[config.mk]
export PLATFORM = sky130hd
export DESIGN_NAME = k_subset_mask_enumerator_flat
export DESIGN_NICKNAME = d
export VERILOG_FILES = /design/src/kse_pkg.sv /design/src/kse_channels.sv /design/src/k_subset_mask_enumerator.sv /design/src/flat_wrapper.sv
export SDC_FILE = /design/constraint.sdc
export NUM_CORES = 1
export LEC_CHECK = 0
export BUFFER_PORTS_ARGS = -buffer_cell sky130_fd_sc_hd__buf_2
export CORE_AREA = 3 3 121 123
export CTS_CLUSTER_DIAMETER = 40
export CTS_CLUSTER_SIZE = 10
export DETAILED_ROUTE_END_ITERATION = 10
export DIE_AREA = 0 0 124 126
export PLACE_DENSITY = 0.64
export SLEW_MARGIN = 20
export SYNTH_ARGS = -nofsm -noshare
export SYNTH_HDL_FRONTEND = slang
export SYNTH_SLANG_ARGS = --single-unit
export TNS_END_PERCENT = 10
[constraint.sdc]
create_clock -name clk_i -period 15.1 [get_ports clk_i]
set_clock_uncertainty 0.1 [all_clocks]
set_input_delay 3.02 -clock clk_i [delete_from_list [all_inputs] [get_ports clk_i]]
set_output_delay 3.02 -clock clk_i [all_outputs]
set_load 0.03 [all_outputs]
[src/kse_pkg.sv]
// shared widths and types for the k-subset mask enumerator
// no dependencies
package kse_pkg;

  // width of the enumerated word, also the largest usable bit count
  localparam int unsigned MaskW = 16;
  // width of bit counts and subset sizes
  localparam int unsigned SizeW = 5;
  // width of a bit position within the word
  localparam int unsigned IdxW  = $clog2(MaskW);

  typedef logic [MaskW-1:0] mask_t;
  typedef logic [SizeW-1:0] size_t;
  typedef logic [IdxW-1:0]  idx_t;

endpackage

[src/kse_channels.sv]
// valid/ready channels of the k-subset mask enumerator
// depends on kse_pkg
interface kse_cfg_if;
  import kse_pkg::*;
  logic  valid;
  logic  ready;
  size_t bit_count;
  modport source (output valid, output bit_count, input ready);
  modport sink   (input valid, input bit_count, output ready);
endinterface

interface kse_req_if;
  logic valid;
  logic ready;
  logic request;
  modport source (output valid, output request, input ready);
  modport sink   (input valid, input request, output ready);
endinterface

interface kse_res_if;
  import kse_pkg::*;
  logic  valid;
  logic  ready;
  mask_t subset_mask;
  mask_t low_ones_mask;
  size_t subset_size;
  logic  done_res;
  modport source (output valid, output subset_mask, output low_ones_mask,
                  output subset_size, output done_res, input ready);
  modport sink   (input valid, input subset_mask, input low_ones_mask,
                  input subset_size, input done_res, output ready);
endinterface

[src/k_subset_mask_enumerator.sv]
// k-subset mask enumerator top level
// depends on kse_pkg and the channel interfaces in kse_channels.sv
//
// Each item with request set returns one result: the next subset mask of an
// n-bit word (n = bit_count, clamped to 16), grouped by size k from 1 to n and
// in descending order within a size, plus the low-k-ones mask and k. After
// the last mask every request returns done with zero fields; raising
// bit_count afterwards resumes with the next size. Items with request clear
// produce nothing and leave the state alone. One item is taken per cycle,
// back to back, while the result side is not stalled; an item taken into the
// input register passes to the result register once that register is free or
// its result is taken, through the combinational next-mask logic (carry, two
// priority encoders and a shifter) that sits between the two.
// bit_count is to be written only while the block is idle; the block does not
// enforce it. The write channel is always ready.
module k_subset_mask_enumerator (
  input  logic   clk_i,
  input  logic   rst_ni,
  kse_cfg_if.sink   cfg_i,
  kse_req_if.sink   req_i,
  kse_res_if.source res_o
);
  import kse_pkg::*;

  // mask with the low k bits set
  function automatic mask_t ones_below(input size_t k);
    mask_t r;
    for (int i = 0; i < MaskW; i++) begin
      r[i] = (SizeW'(i) < k);
    end
    return r;
  endfunction

  // configuration
  size_t bit_count_q;

  assign cfg_i.ready = 1'b1;

  always_ff @(posedge clk_i or negedge rst_ni) begin
    if (!rst_ni) begin
      bit_count_q <= SizeW'(MaskW);
    end else if (cfg_i.valid) begin
      bit_count_q <= cfg_i.bit_count;
    end
  end

  // input register
  logic in_vld_q;
  logic in_req_q;
  logic move;
  logic out_vld_q;

  assign move        = in_vld_q && (!in_req_q || !out_vld_q || res_o.ready);
  assign req_i.ready = !in_vld_q || move;

  always_ff @(posedge clk_i or negedge rst_ni) begin
    if (!rst_ni) begin
      in_vld_q <= 1'b0;
    end else if (req_i.ready) begin
      in_vld_q <= req_i.valid;
    end
  end

  always_ff @(posedge clk_i) begin
    if (req_i.valid && req_i.ready) begin
      in_req_q <= req_i.request;
    end
  end

  // enumeration state
  size_t size_q, size_d;
  mask_t mask_q, mask_d;
  logic  fin_q, fin_d;

  // next mask within the running size
  logic [MaskW:0] m_inc;
  mask_t rest;
  mask_t tail;
  mask_t adv_mask;
  idx_t  t_pos;
  idx_t  p_pos;
  idx_t  shamt;
  logic  advanced;

  assign m_inc = {1'b0, mask_q} + 1'b1;
  // clear the trailing ones; tail is those ones plus the zero above them
  assign rest  = mask_q & m_inc[MaskW-1:0];
  assign tail  = mask_q ^ m_inc[MaskW-1:0];

  // lowest zero of the mask and lowest one of what is left
  always_comb begin
    t_pos = '0;
    p_pos = '0;
    for (int i = MaskW - 1; i >= 0; i--) begin
      if (!mask_q[i]) t_pos = IdxW'(i);
      if (rest[i])    p_pos = IdxW'(i);
    end
  end

  assign shamt    = p_pos - t_pos - 1'b1;
  assign adv_mask = (rest & (rest - 1'b1)) | (tail << shamt);
  assign advanced = !fin_q && (rest != '0);

  // opening a new size
  size_t n_eff;
  size_t size_open;
  size_t open_shift;
  mask_t open_mask;
  logic  exhausted;

  assign n_eff      = (bit_count_q > SizeW'(MaskW)) ? SizeW'(MaskW) : bit_count_q;
  assign exhausted  = !advanced && (size_q >= n_eff);
  assign size_open  = size_q + 1'b1;
  assign open_shift = n_eff - size_open;
  assign open_mask  = ones_below(size_open) << open_shift;

  // state update
  always_comb begin
    size_d = size_q;
    mask_d = mask_q;
    fin_d  = fin_q;
    if (advanced) begin
      mask_d = adv_mask;
    end else if (!exhausted) begin
      size_d = size_open;
      mask_d = open_mask;
    end
    if (exhausted) begin
      fin_d = 1'b1;
    end else begin
      fin_d = (mask_d == ones_below(size_d));
    end
  end

  always_ff @(posedge clk_i or negedge rst_ni) begin
    if (!rst_ni) begin
      size_q <= '0;
      mask_q <= '0;
      fin_q  <= 1'b1;
    end else if (move && in_req_q) begin
      size_q <= size_d;
      mask_q <= mask_d;
      fin_q  <= fin_d;
    end
  end

  // result register
  mask_t res_mask_q;
  mask_t res_low_q;
  size_t res_size_q;
  logic  res_done_q;

  always_ff @(posedge clk_i or negedge rst_ni) begin
    if (!rst_ni) begin
      out_vld_q <= 1'b0;
    end else if (move && in_req_q) begin
      out_vld_q <= 1'b1;
    end else if (res_o.ready) begin
      out_vld_q <= 1'b0;
    end
  end

  always_ff @(posedge clk_i) begin
    if (move && in_req_q) begin
      if (exhausted) begin
        res_mask_q <= '0;
        res_low_q  <= '0;
        res_size_q <= '0;
        res_done_q <= 1'b1;
      end else begin
        res_mask_q <= mask_d;
        res_low_q  <= ones_below(size_d);
        res_size_q <= size_d;
        res_done_q <= 1'b0;
      end
    end
  end

  assign res_o.valid         = out_vld_q;
  assign res_o.subset_mask   = res_mask_q;
  assign res_o.low_ones_mask = res_low_q;
  assign res_o.subset_size   = res_size_q;
  assign res_o.done_res      = res_done_q;

endmodule

[src/flat_wrapper.sv]
// flat-port wrapper written by rule: the top's interface ports become plain ports
module k_subset_mask_enumerator_flat import kse_pkg::*;
  (clk_i, rst_ni, cfg_i_valid, cfg_i_bit_count, cfg_i_ready, req_i_valid, req_i_request, req_i_ready, res_o_valid, res_o_subset_mask, res_o_low_ones_mask, res_o_subset_size, res_o_done_res, res_o_ready);
  kse_cfg_if cfg_i_i ();
  kse_req_if req_i_i ();
  kse_res_if res_o_i ();
  input  logic clk_i;
  input  logic rst_ni;
  input wire logic [$bits(cfg_i_i.valid)-1:0] cfg_i_valid;
  input wire logic [$bits(cfg_i_i.bit_count)-1:0] cfg_i_bit_count;
  output wire logic [$bits(cfg_i_i.ready)-1:0] cfg_i_ready;
  input wire logic [$bits(req_i_i.valid)-1:0] req_i_valid;
  input wire logic [$bits(req_i_i.request)-1:0] req_i_request;
  output wire logic [$bits(req_i_i.ready)-1:0] req_i_ready;
  output wire logic [$bits(res_o_i.valid)-1:0] res_o_valid;
  output wire logic [$bits(res_o_i.subset_mask)-1:0] res_o_subset_mask;
  output wire logic [$bits(res_o_i.low_ones_mask)-1:0] res_o_low_ones_mask;
  output wire logic [$bits(res_o_i.subset_size)-1:0] res_o_subset_size;
  output wire logic [$bits(res_o_i.done_res)-1:0] res_o_done_res;
  input wire logic [$bits(res_o_i.ready)-1:0] res_o_ready;
  assign cfg_i_i.valid = cfg_i_valid;
  assign cfg_i_i.bit_count = cfg_i_bit_count;
  assign cfg_i_ready = cfg_i_i.ready;
  assign req_i_i.valid = req_i_valid;
  assign req_i_i.request = req_i_request;
  assign req_i_ready = req_i_i.ready;
  assign res_o_valid = res_o_i.valid;
  assign res_o_subset_mask = res_o_i.subset_mask;
  assign res_o_low_ones_mask = res_o_i.low_ones_mask;
  assign res_o_subset_size = res_o_i.subset_size;
  assign res_o_done_res = res_o_i.done_res;
  assign res_o_i.ready = res_o_ready;
  k_subset_mask_enumerator u_core (.clk_i(clk_i), .rst_ni(rst_ni), .cfg_i(cfg_i_i), .req_i(req_i_i), .res_o(res_o_i));
endmodule
**Yosys cells after proc, flatten, opt, wreduce, memory -nomap -nowiden**

Index checks and enable logic that the tools add are counted.
Widths: inputs -> output; s select.

- Output and inout port bits: 41
- Word-level logic and storage cells: 114
- Bits of input ports: 11
- Register bits: 68

- Muxes and demuxes: 41
- $add $sub $neg: 6
- Shift-type cells: 2
- Equal/unequal tests: 1
- Reduce and logical (&&, ||, !) cells: 15
- Bitwise gates (word level): 4
- $lt $le $gt $ge: 34

Operators with widths:

| kind | count |
|---|---|
| $mux 4 | 32 |
| $lt 4x5->1 const A | 16 |
| $lt 3x5->1 const A | 8 |
| $and 16x16->16 | 2 |
| $mux 16 | 2 |
| $lt 1x5->1 const A | 4 |
| $lt 2x5->1 const A | 4 |
| $add 16x1->16 const B | 1 |
| $eq 16x16->1 | 1 |
| $or 16x16->16 | 1 |
| $reduce_bool 16->1 | 1 |
| $shl 16x4->16 | 1 |
| $shl 16x5->16 | 1 |
| $sub 16x1->16 const B | 1 |
| $xor 16x16->16 | 1 |
| $mux 5 | 3 |
| $add 5x1->5 const B | 1 |
| $ge 5x5->1 | 1 |
| $gt 5x5->1 const B | 1 |
| $logic_and 1x1->1 | 5 |
| $logic_not 1->1 | 5 |
| $sub 5x5->5 | 1 |
| $mux 1 | 4 |
| $sub 4x1->4 const B | 1 |
| other kinds (3) | 5 |

**Logic depth before layout (Yosys ltp)**

Gate-level depths: netlist (run 1).

- Word-level depth: 25
- Mapped depth: 32

**Least setup slack after synthesis (run 1)**

OpenSTA, ideal clock, no wires.

- Path type: input to output
- Start point: input res_o_ready
- End point: output req_i_ready
- Buffers on the path: 0
- Stages: 2
- Slack: 8583 ps
- Arrival time: 3397 ps
- Path through: nor2b_1 -> nand3_1

- Word-level cells in the longest chain between the ends: 3

RTL lines:

| element | RTL line | source |
|---|---|---|
| start: declaration | flat_wrapper.sv:20 | `input wire logic [$bits(res_o_i.ready)-1:0] res_o_ready;` |
| $logic_or 1x1->1 | k_subset_mask_enumerator.sv:53 | `assign move = in_vld_q && (!in_req_q \|\| !out_vld_q \|\| res_o.ready);` |
| $logic_and 1x1->1 | k_subset_mask_enumerator.sv:53 |  |
| $logic_or 1x1->1 | k_subset_mask_enumerator.sv:54 | `assign req_i.ready = !in_vld_q \|\| move;` |
| end: declaration | flat_wrapper.sv:14 | `output wire logic [$bits(req_i_i.ready)-1:0] req_i_ready;` |

No other way between the ends.

**Final worst setup path (run 1)**

Ends and elaborated chain as after synthesis.

==> summary.md, run 1 <==
| Metric | Value |
|---|---|
| Placer Congestion | 0.931 |
| Asr flop ratio synth | 0.433 |
| Max-slew violations | 0 |
| Critical path required time | 11.98 ns |
| Final Hold Viols | 0 |
| CTS Hold Bufs | 0 |
| Fin crit share | 0.440 |
| Yosys reg bits | 67 |
| Fin crit period | 6.64 ns |
| Crit path cell chain | buf_2 > nor2b_1 > nand3_1 > buf_2 |
| Chip Height | 126 microns |
| Vias in the first global route | 5,385 |
| ANT cells | 0 |
| Fin nets | 783 |
| Maximum capacitance violations | 0 |
| Largest net degree at the start of global routing | 44 |
| Distinct cells, synth | 88 |
| Crit. End Element | output pin |
| Post-cts sizing count | 0 |
| Most frequent CP cell | buf_2 |
| Slew headroom | 0.367 |
| Warnings from Yosys | 0 |
| Fillcell total | 1,354 |
| Setup bufs post-CTS | 0 |
| Vias | 5,749 |
| Initial drt markers | 536 |
| Post-DRT Antenna Nets | 0 |
| Critical path's slowest cell | buf_2 |
| Post-synth top flop | edfxtp_1 |
| Tightest Hold Check Type | reg -> reg |
| Final Setup Violations | 0 |
| # H-tree levels | 3 |
| Die area | 15,600 sq um |
| Share of layout cells above drive strength 1 | 0.157 |
| Initial core utilization | 0.441 |
| Final WL | 18.2 mm |
| DRT Pass-1 Iters | 5 |
| Setup TNS | 0 ns |
| CTS root buf | clkbuf_16 |
| First-pass GRT wire length | 28.8 mm |
| Slew @ Worst Pin | 0.942 ns |
| Synthesis-to-finish area growth | 10.7% |
| CTS tree | done |
| Yosys top cell by area | edfxtp_1 |
| DRC | 0 |
| DPL Wire Length | 13.8 mm |
| Status | complete, no violations |
| Cts bufs inserted | 9 |
| Crit-path max FO | 3 |
| CTS clk-pin slew, worst paths | 0.05 ns |
| Mapped cell area | 6080 sq um |
| Most instantiated cells after synthesis | 81 x nand2_1, 72 x nor2_1, 67 x o21ai_0 |
| # clock sinks | 67 |
| Multi-input logic area | 3900 sq um |
| Most frequent cell after synthesis | nand2_1 |
| RSZ-0062 raised after global routing | no |
| Clock Tree Buf Depth | 2 |
| Core ar. | 13,800 sq um |
| Die width | 124 microns |
| Leading post-synthesis cells by cell area | edfxtp_1 19%, dfrtp_1 11%, ha_1 6.0% |
| Fmax | 151 MHz |
| Count of input and output buffers | 50 |
| Post-DR wirelength/cell | 19.6 microns |
| Syn Area/Cell | 8.44 sq um |
| GRT Overall Usage | 0.235 |
| Clk Latency, worst-skew pair | 0.34 ns |
| CP peak stage delay | 0.20 ns |
| I/O pins | 52 |
| Rows | 43 |
| Area share of the largest cell type after synthesis | 0.188 |
| Cells after Synth | 720 |
| Syn nets | 762 |
| FF+latch area | 1870 sq um |
| Setup CP Type | in -> out |
| Startpoint types | input pin |
| Gr ovfl total | 0 |
| Sequential share of the synthesized area | 0.307 |
| Initial antenna violation count | 0 |
| Vias/cell | 6.21 |
| WP data arrival | 3.52 ns |
| Post-synth EDFFs | 38 |
## through the flow
step                      instances  instance area (sq um)  setup slack (ns)  hold WS [ns]  utilization
after detailed placement        910                   6380              8.45         0.396        0.463
after CTS                       926                   6720              8.45         0.408        0.488
after global placement          910                   6380              8.45         0.390        0.463
final                           926                   6730              8.46         0.405        0.488
after global routing            926                   6730              8.18         0.432        0.488
after floorplan                 720                   6080              8.58         0.369            -
## final timing paths
check,from,to,slack [ns],cells after the start
setup / recovery,res_o_ready,req_i_ready,8.46,4
hold reg to reg,u_core.bit_count_q[2],u_core.bit_count_q[2],0.41,1
setup reg to reg,u_core.mask_q[1],u_core.fin_q,8.74,27
hold / removal,u_core.bit_count_q[2],u_core.bit_count_q[2],0.41,1
max in group asynchronous,rst_ni,u_core.bit_count_q[0],11.83,1
min in group asynchronous,rst_ni,u_core.mask_q[1],2.62,1
## state kept, by name, summed over array words and instances (netlist names)
name and count:
u_core.bit_count_q 5, u_core.fin_q 1, u_core.in_req_q 1, u_core.in_vld_q 1, u_core.mask_q 16, u_core.res_o.done_res 1, u_core.res_o.low_ones_mask 15, u_core.res_o.subset_mask 16
u_core.res_o.subset_size 5, u_core.res_o.valid 1, u_core.size_q 5
## layer usage
metal / part of all wire / global-route usage / up-vias
li1: - / - / 2672
met1: 0.43 / 0.328 / 2755
met2: 0.46 / 0.365 / 274
met3: 0.075 / 0.0485 / 48
met4: 0.030 / 0.0767 / 0
met5: 0 / 0 / -
## cells in the final DEF (no fill, tap or decap), types with 9 or more instances in the layout
cell        n
a21oi_1    43
buf_2      50
clkbuf_16   9
dfrtp_1    27
edfxtp_1   38
ha_1       29
inv_1      24
mux2_2      9
mux2i_1    20
nand2_1    81
nand2b_1   12
nand3_1    21
nand4_1    11
nor2_1     72
nor3_1     12
o21ai_0    67
o31ai_1    11
or3_1       9
xnor2_1    26
xor2_1     12
## worst max-delay path, delay by kind of cell
family / cells / cell delay (ns)
buffers and inverters: 2 / 0.30
AND/OR/NAND/NOR: 2 / 0.20
## layout make-up
| class | count | share of cell area |
|---|---|---|
| repair buffers | 56 | 0.0439 |
| well taps | 180 | 0.0335 |
| clock inverters | 6 | 0.0145 |
| inverters | 26 | 0.0145 |
| flip-flops and latches | 67 | 0.278 |
| multi-input cells | 581 | 0.580 |
| clock buffers | 10 | 0.0355 |
## cell families (layout without fill, tap and decap cells)
family / Yosys count / in the layout / share of synthesized area
XOR/XNOR: 43 / 43 / 0.0698
buffers and inverters: 72 / 98 / 0.0517
multiplexers: 33 / 33 / 0.0632
flip-flops: 67 / 67 / 0.307
AO/OA/AOI/OAI: 215 / 215 / 0.234
AND/OR/NAND/NOR: 258 / 258 / 0.207
adder cells (fa/ha/maj): 31 / 31 / 0.0663
other: 1 / 1 / 0.000617
Power of run 1 is left out: the tool's default activity adds up to more than one toggle a clock period on the data nets, which glitch-free logic cannot reach.
==> run 2, diff against run 1 <==
--- a/config.mk
+++ b/config.mk
@@ -5,13 +5,14 @@
 export SDC_FILE = /design/constraint.sdc
 export NUM_CORES = 1
 export LEC_CHECK = 0
+export ABC_AREA = 1
 export BUFFER_PORTS_ARGS = -buffer_cell sky130_fd_sc_hd__buf_2
-export CORE_AREA = 3 3 121 123
+export CORE_AREA = 3 3 123 125
 export CTS_CLUSTER_DIAMETER = 40
 export CTS_CLUSTER_SIZE = 10
 export DETAILED_ROUTE_END_ITERATION = 10
-export DIE_AREA = 0 0 124 126
-export PLACE_DENSITY = 0.64
+export DIE_AREA = 0 0 126 128
+export PLACE_DENSITY = 0.66
 export SLEW_MARGIN = 20
 export SYNTH_ARGS = -nofsm -noshare
 export SYNTH_HDL_FRONTEND = slang
==> constraint.sdc (replaced) <==
create_clock -name clk_i -period 5.9 [get_ports clk_i]
set_clock_uncertainty 0.1 [all_clocks]
set_input_delay 1.18 -clock clk_i [delete_from_list [all_inputs] [get_ports clk_i]]
set_output_delay 1.18 -clock clk_i [all_outputs]
set_load 0.03 [all_outputs]
==> summary.md, run 2 <==
| Metric | Value |
|---|---|
| Status | complete, no violations |
| Fin crit period | 5.46 ns |
| Maximum capacitance violations | 0 |
| R2R Path End | u_core.fin_q |
| Hold depth | 2 |
| CTS tree | done |
| Cells after Synth | 961 |
| Rows | 43 |
| I/O pins | 52 |
| Largest net degree at the start of global routing | 44 |
| Vias/cell | 5.42 |
| CTS clk-pin slew, worst paths | 0.06 ns |
| Leading cell type in the layout, fill and taps excluded | nand2_1 |
| Die width | 126 microns |
| Fin nets | 1,036 |
| Area share of the largest cell type after synthesis | 0.181 |
| First-pass GRT wire length | 29.8 mm |
| Die area | 16,100 sq um |
| Worst reg2reg path startpoint | u_core.mask_q[2] |
| Post-synth EDFFs | 38 |
| Count of input and output buffers | 50 |
| Final Setup Violations | 0 |
| Critical path required time | 6.07 ns |
| Commonest cells after routing, fill and taps aside | 286 x nand2_1, 123 x nand3_1, 105 x nor2_1 |
| Worst Reg-to-Reg Cells | 36 |
| # clock sinks | 67 |
| Sequential share of the synthesized area | 0.297 |
| WP data arrival | 5.63 ns |
| WHS Endpoint | u_core.res_o.valid |
| Mapped cell area | 6300 sq um |
| Startpoint types | register |
| Yosys top cell by area | edfxtp_1 |
| Max-slew violations | 0 |
| Initial drt markers | 584 |
| Most instantiated cells after synthesis | 286 x nand2_1, 123 x nand3_1, 106 x nor2_1 |
| RSZ-0062 raised after global routing | no |
| Syn Area/Cell | 6.55 sq um |
| Vias | 6,385 |
| Clk Latency, worst-skew pair | 0.34 ns |
| Asr flop ratio synth | 0.433 |
| # H-tree levels | 3 |
| Crit-path max FO | 10 |
| Setup CP Type | reg -> reg |
| Distinct cells, synth | 48 |
| Critical path's slowest cell | fa_1 |
| Tightest Hold Check Type | reg -> reg |
| CTS root buf | clkbuf_16 |
| Initial antenna violation count | 0 |
| Gr ovfl total | 0 |
| Initial core utilization | 0.450 |
| Final WL | 18.3 mm |
| Cts bufs inserted | 9 |
| Final Hold Viols | 0 |
| Setup TNS | 0 ns |
| Min-Delay Startpoint | u_core.in_vld_q |
| Post-synth top flop | edfxtp_1 |
| DRC | 0 |
| Vias in the first global route | 5,757 |
| R2R Setup Slk | 0.44 ns |
| CP delay by family, top | simple AND/OR/NAND/NOR gates |
| Post-DR wirelength/cell | 15.5 microns |
| Syn nets | 1,003 |
| CP peak stage delay | 0.53 ns |
| Slew @ Worst Pin | 0.965 ns |
| Share of layout cells above drive strength 1 | 0.139 |
| Most frequent cell after synthesis | nand2_1 |
| DPL Wire Length | 14.3 mm |
| GRT Overall Usage | 0.230 |
| Crit. End Element | register |
| Slew headroom | 0.353 |
| Chip Height | 128 microns |
| Warnings from Yosys | 0 |
| ANT cells | 0 |
| Yosys reg bits | 67 |
| Fmax | 183 MHz |
| DRT Pass-1 Iters | 5 |
| Post-DRT Antenna Nets | 0 |
| Core ar. | 14,000 sq um |
| Most frequent CP cell | nand2_1 |
| Placer Congestion | 0.918 |
| Synthesis-to-finish area growth | 10.7% |
| Clock Tree Buf Depth | 2 |
| Fin crit share | 0.925 |
| CP bufs+invs | 4 |
| CTS Hold Bufs | 0 |
| Leading post-synthesis cells by cell area | edfxtp_1 18%, nand2_1 17%, dfrtp_1 11% |
-- run 2: logic make-up (layout without fill, tap and decap cells) --
group                    count (synthesis)  in the layout  synth area share
AND/OR/NAND/NOR                        586            586             0.418
buffers and inverters                  144            182            0.0942
AO/OA/AOI/OAI                          114            114            0.0984
flip-flops                              67             67             0.297
adder cells (fa/ha/maj)                 31             31            0.0640
XOR/XNOR                                17             17            0.0266
other                                    1              1          0.000595
multiplexers                             1              1           0.00159
-- run 2: what timing repair did --
item,in CTS,in global routing
setup buffers,0,0
gates resized for setup,0,3
endpoints found under the setup margin,0,1
-- run 2: layout make-up --
| cell class | count | area (sq um) |
|---|---|---|
| clock buffers | 9 | 225 |
| clock inverters | 7 | 92.6 |
| fillers | 1441 | 7020 |
| inverters | 109 | 414 |
| multi-input cells | 750 | 3840 |
| flip-flops and latches | 67 | 1870 |
| well taps | 180 | 225 |
| repair buffers | 57 | 303 |
-- run 2: through the flow --
stage	worst slack [ns]	util	cells	area [sq um]	hold WS (ns)
detailed placement	0.466	0.476	1163	6650	0.431
CTS	0.414	0.498	1179	6970	0.441
global route	0.0893	0.498	1179	6970	0.458
finish	0.440	0.498	1179	6970	0.436
floorplan	1.18	-	961	6300	0.358
global placement	0.523	0.476	1163	6650	0.422
-- run 2: per-layer routing --
layer / track usage / up-vias / part of all wire
met3: 0.0379 / 34 / 0.059
met1: 0.310 / 2929 / 0.44
met2: 0.380 / 222 / 0.47
met5: 0 / - / 0
li1: - / 3200 / -
met4: 0.0707 / 0 / 0.023
-- run 2: tightest hold or removal path: cells and delay by family (launching register included) --
| kind | cells | cell delay, ns |
|---|---|---|
| DFF | 1 | 0.32 |
| and+or+nand+nor | 2 | 0.18 |
-- run 2: worst max path at each step --
stage                     startpoint  slack, ns  depth (start not counted)           end
CTS                 u_core.mask_q[1]       0.41                         31  u_core.fin_q
global route        u_core.mask_q[0]       0.09                         36  u_core.fin_q
global placement    u_core.mask_q[1]       0.52                         31  u_core.fin_q
finish              u_core.mask_q[2]       0.44                         36  u_core.fin_q
floorplan           u_core.mask_q[1]       1.18                         37  u_core.fin_q
detailed placement  u_core.mask_q[1]       0.47                         31  u_core.fin_q
Power of run 2 is left out for the same reason.
==> run 3, diff against run 2 <==
--- a/config.mk
+++ b/config.mk
@@ -7,11 +7,11 @@
 export LEC_CHECK = 0
 export ABC_AREA = 1
 export BUFFER_PORTS_ARGS = -buffer_cell sky130_fd_sc_hd__buf_2
-export CORE_AREA = 3 3 123 125
+export CORE_AREA = 3 3 141 109
 export CTS_CLUSTER_DIAMETER = 40
 export CTS_CLUSTER_SIZE = 10
 export DETAILED_ROUTE_END_ITERATION = 10
-export DIE_AREA = 0 0 126 128
+export DIE_AREA = 0 0 144 112
 export PLACE_DENSITY = 0.66
 export SLEW_MARGIN = 20
 export SYNTH_ARGS = -nofsm -noshare
==> summary.md, run 3 (synthesized netlist as in run 2, its figures left out) <==
| Metric | Value |
|---|---|
| Clk Latency, worst-skew pair | 0.33 ns |
| Fin crit period | 5.42 ns |
| Setup TNS | 0 ns |
| Critical path's slowest cell | dfrtp_1 |
| # clock sinks | 67 |
| CTS clk-pin slew, worst paths | 0.06 ns |
| Die width | 144 microns |
| First-pass GRT wire length | 31.4 mm |
| DRC | 0 |
| Post-cts sizing count | 0 |
| Most frequent CP cell | nand2_1 |
| DPL Wire Length | 15.1 mm |
| Vias | 6,514 |
| Largest net degree at the start of global routing | 44 |
| I/O pins | 52 |
| Initial core utilization | 0.443 |
| DRT Pass-1 Iters | 6 |
| CTS tree | done |
| Post-DR wirelength/cell | 16.8 microns |
| Critical path required time | 6.07 ns |
| CP bufs+invs | 4 |
| GRT Overall Usage | 0.247 |
| Cts bufs inserted | 9 |
| Dpl cells | 1,161 |
| Slew headroom | 0.310 |
| Rows | 38 |
| Fin nets | 1,034 |
| Crit-path max FO | 13 |
| Gr ovfl total | 0 |
| Placer Congestion | 0.968 |
| Final Hold Viols | 0 |
| Clock Tree Buf Depth | 2 |
| Share of layout cells above drive strength 1 | 0.138 |
| RSZ-0062 raised after global routing | no |
| Synthesis-to-finish area growth | 10.4% |
| Vias in the first global route | 5,768 |
| Count of input and output buffers | 50 |
| Tightest Hold Check Type | reg -> reg |
| Slew @ Worst Pin | 1.03 ns |
| Non-filler cells, final | 1,177 |
| Final WL | 19.8 mm |
| Die area | 16,100 sq um |
| Max-slew violations | 0 |
| Crit. End Element | register |
| # H-tree levels | 3 |
| Setup bufs post-CTS | 0 |
| R2R Setup Slk | 0.48 ns |
| Post-DRT Antenna Nets | 0 |
| Leading cell type in the layout, fill and taps excluded | nand2_1 |
| Fmax | 185 MHz |
| CTS Hold Bufs | 0 |
| Startpoint types | register |
| Status | complete, no violations |
| CP peak stage delay | 0.54 ns |
| Initial drt markers | 779 |
| Final Setup Violations | 0 |
| ANT cells | 0 |
| Core ar. | 14,200 sq um |
| CTS root buf | clkbuf_16 |
| Commonest cells after routing, fill and taps aside | 286 x nand2_1, 123 x nand3_1, 105 x nor2_1 |
| Share of the core filled with cells | 0.489 |
| Maximum capacitance violations | 0 |
| Hold slack | 0.430 ns |
| Vias/cell | 5.53 |
| Chip Height | 112 microns |
| CP delay by family, top | simple AND/OR/NAND/NOR gates |
| Fin crit share | 0.918 |
| WP data arrival | 5.58 ns |
| Setup CP Type | reg -> reg |
| Initial antenna violation count | 0 |
## run 3: per-layer routing
layer	up-vias	part of all wire	global-route usage
met4	0	0.013	0.0496
met3	19	0.12	0.0588
met5	-	0	0
met2	352	0.38	0.321
met1	2950	0.49	0.408
li1	3193	-	-
## run 3: area by class of cell
class / instances / area (sq um)
inverters: 109 / 418
clock inverters: 6 / 67.6
multi-input cells: 750 / 3850
repair buffers: 55 / 288
clock buffers: 10 / 229
flip-flops and latches: 67 / 1870
well taps: 180 / 225
fillers: 1422 / 7270
## run 3: path summary, 6_finish.rpt
path | to | depth (start not counted) | start
worst min register to register | u_core.fin_q | 2 | u_core.fin_q
min in group asynchronous | u_core.bit_count_q[3] | 1 | rst_ni
worst min-delay path | u_core.fin_q | 2 | u_core.fin_q
worst max-delay path | u_core.fin_q | 35 | u_core.mask_q[1]
max in group asynchronous | u_core.mask_q[2] | 1 | rst_ni
worst max register to register | u_core.fin_q | 35 | u_core.mask_q[1]
## run 3: per-stage QoR
step	setup WS (ns)	instance area (sq um)
2_1_floorplan	1.18	6300
3_3_place_gp	0.753	6640
3_5_place_dp	0.587	6640
4_1_cts	0.566	6940
5_1_grt	0.0501	6950
6_report	0.485	6950
## run 3: worst min-delay path: cells and delay by family, from the launching register on
kind,cells,cell delay [ns]
flip-flops,1,0.37
AO/OA/AOI/OAI,1,0.04
AND/OR/NAND/NOR,1,0.12
Power of run 3 is left out for the same reason.
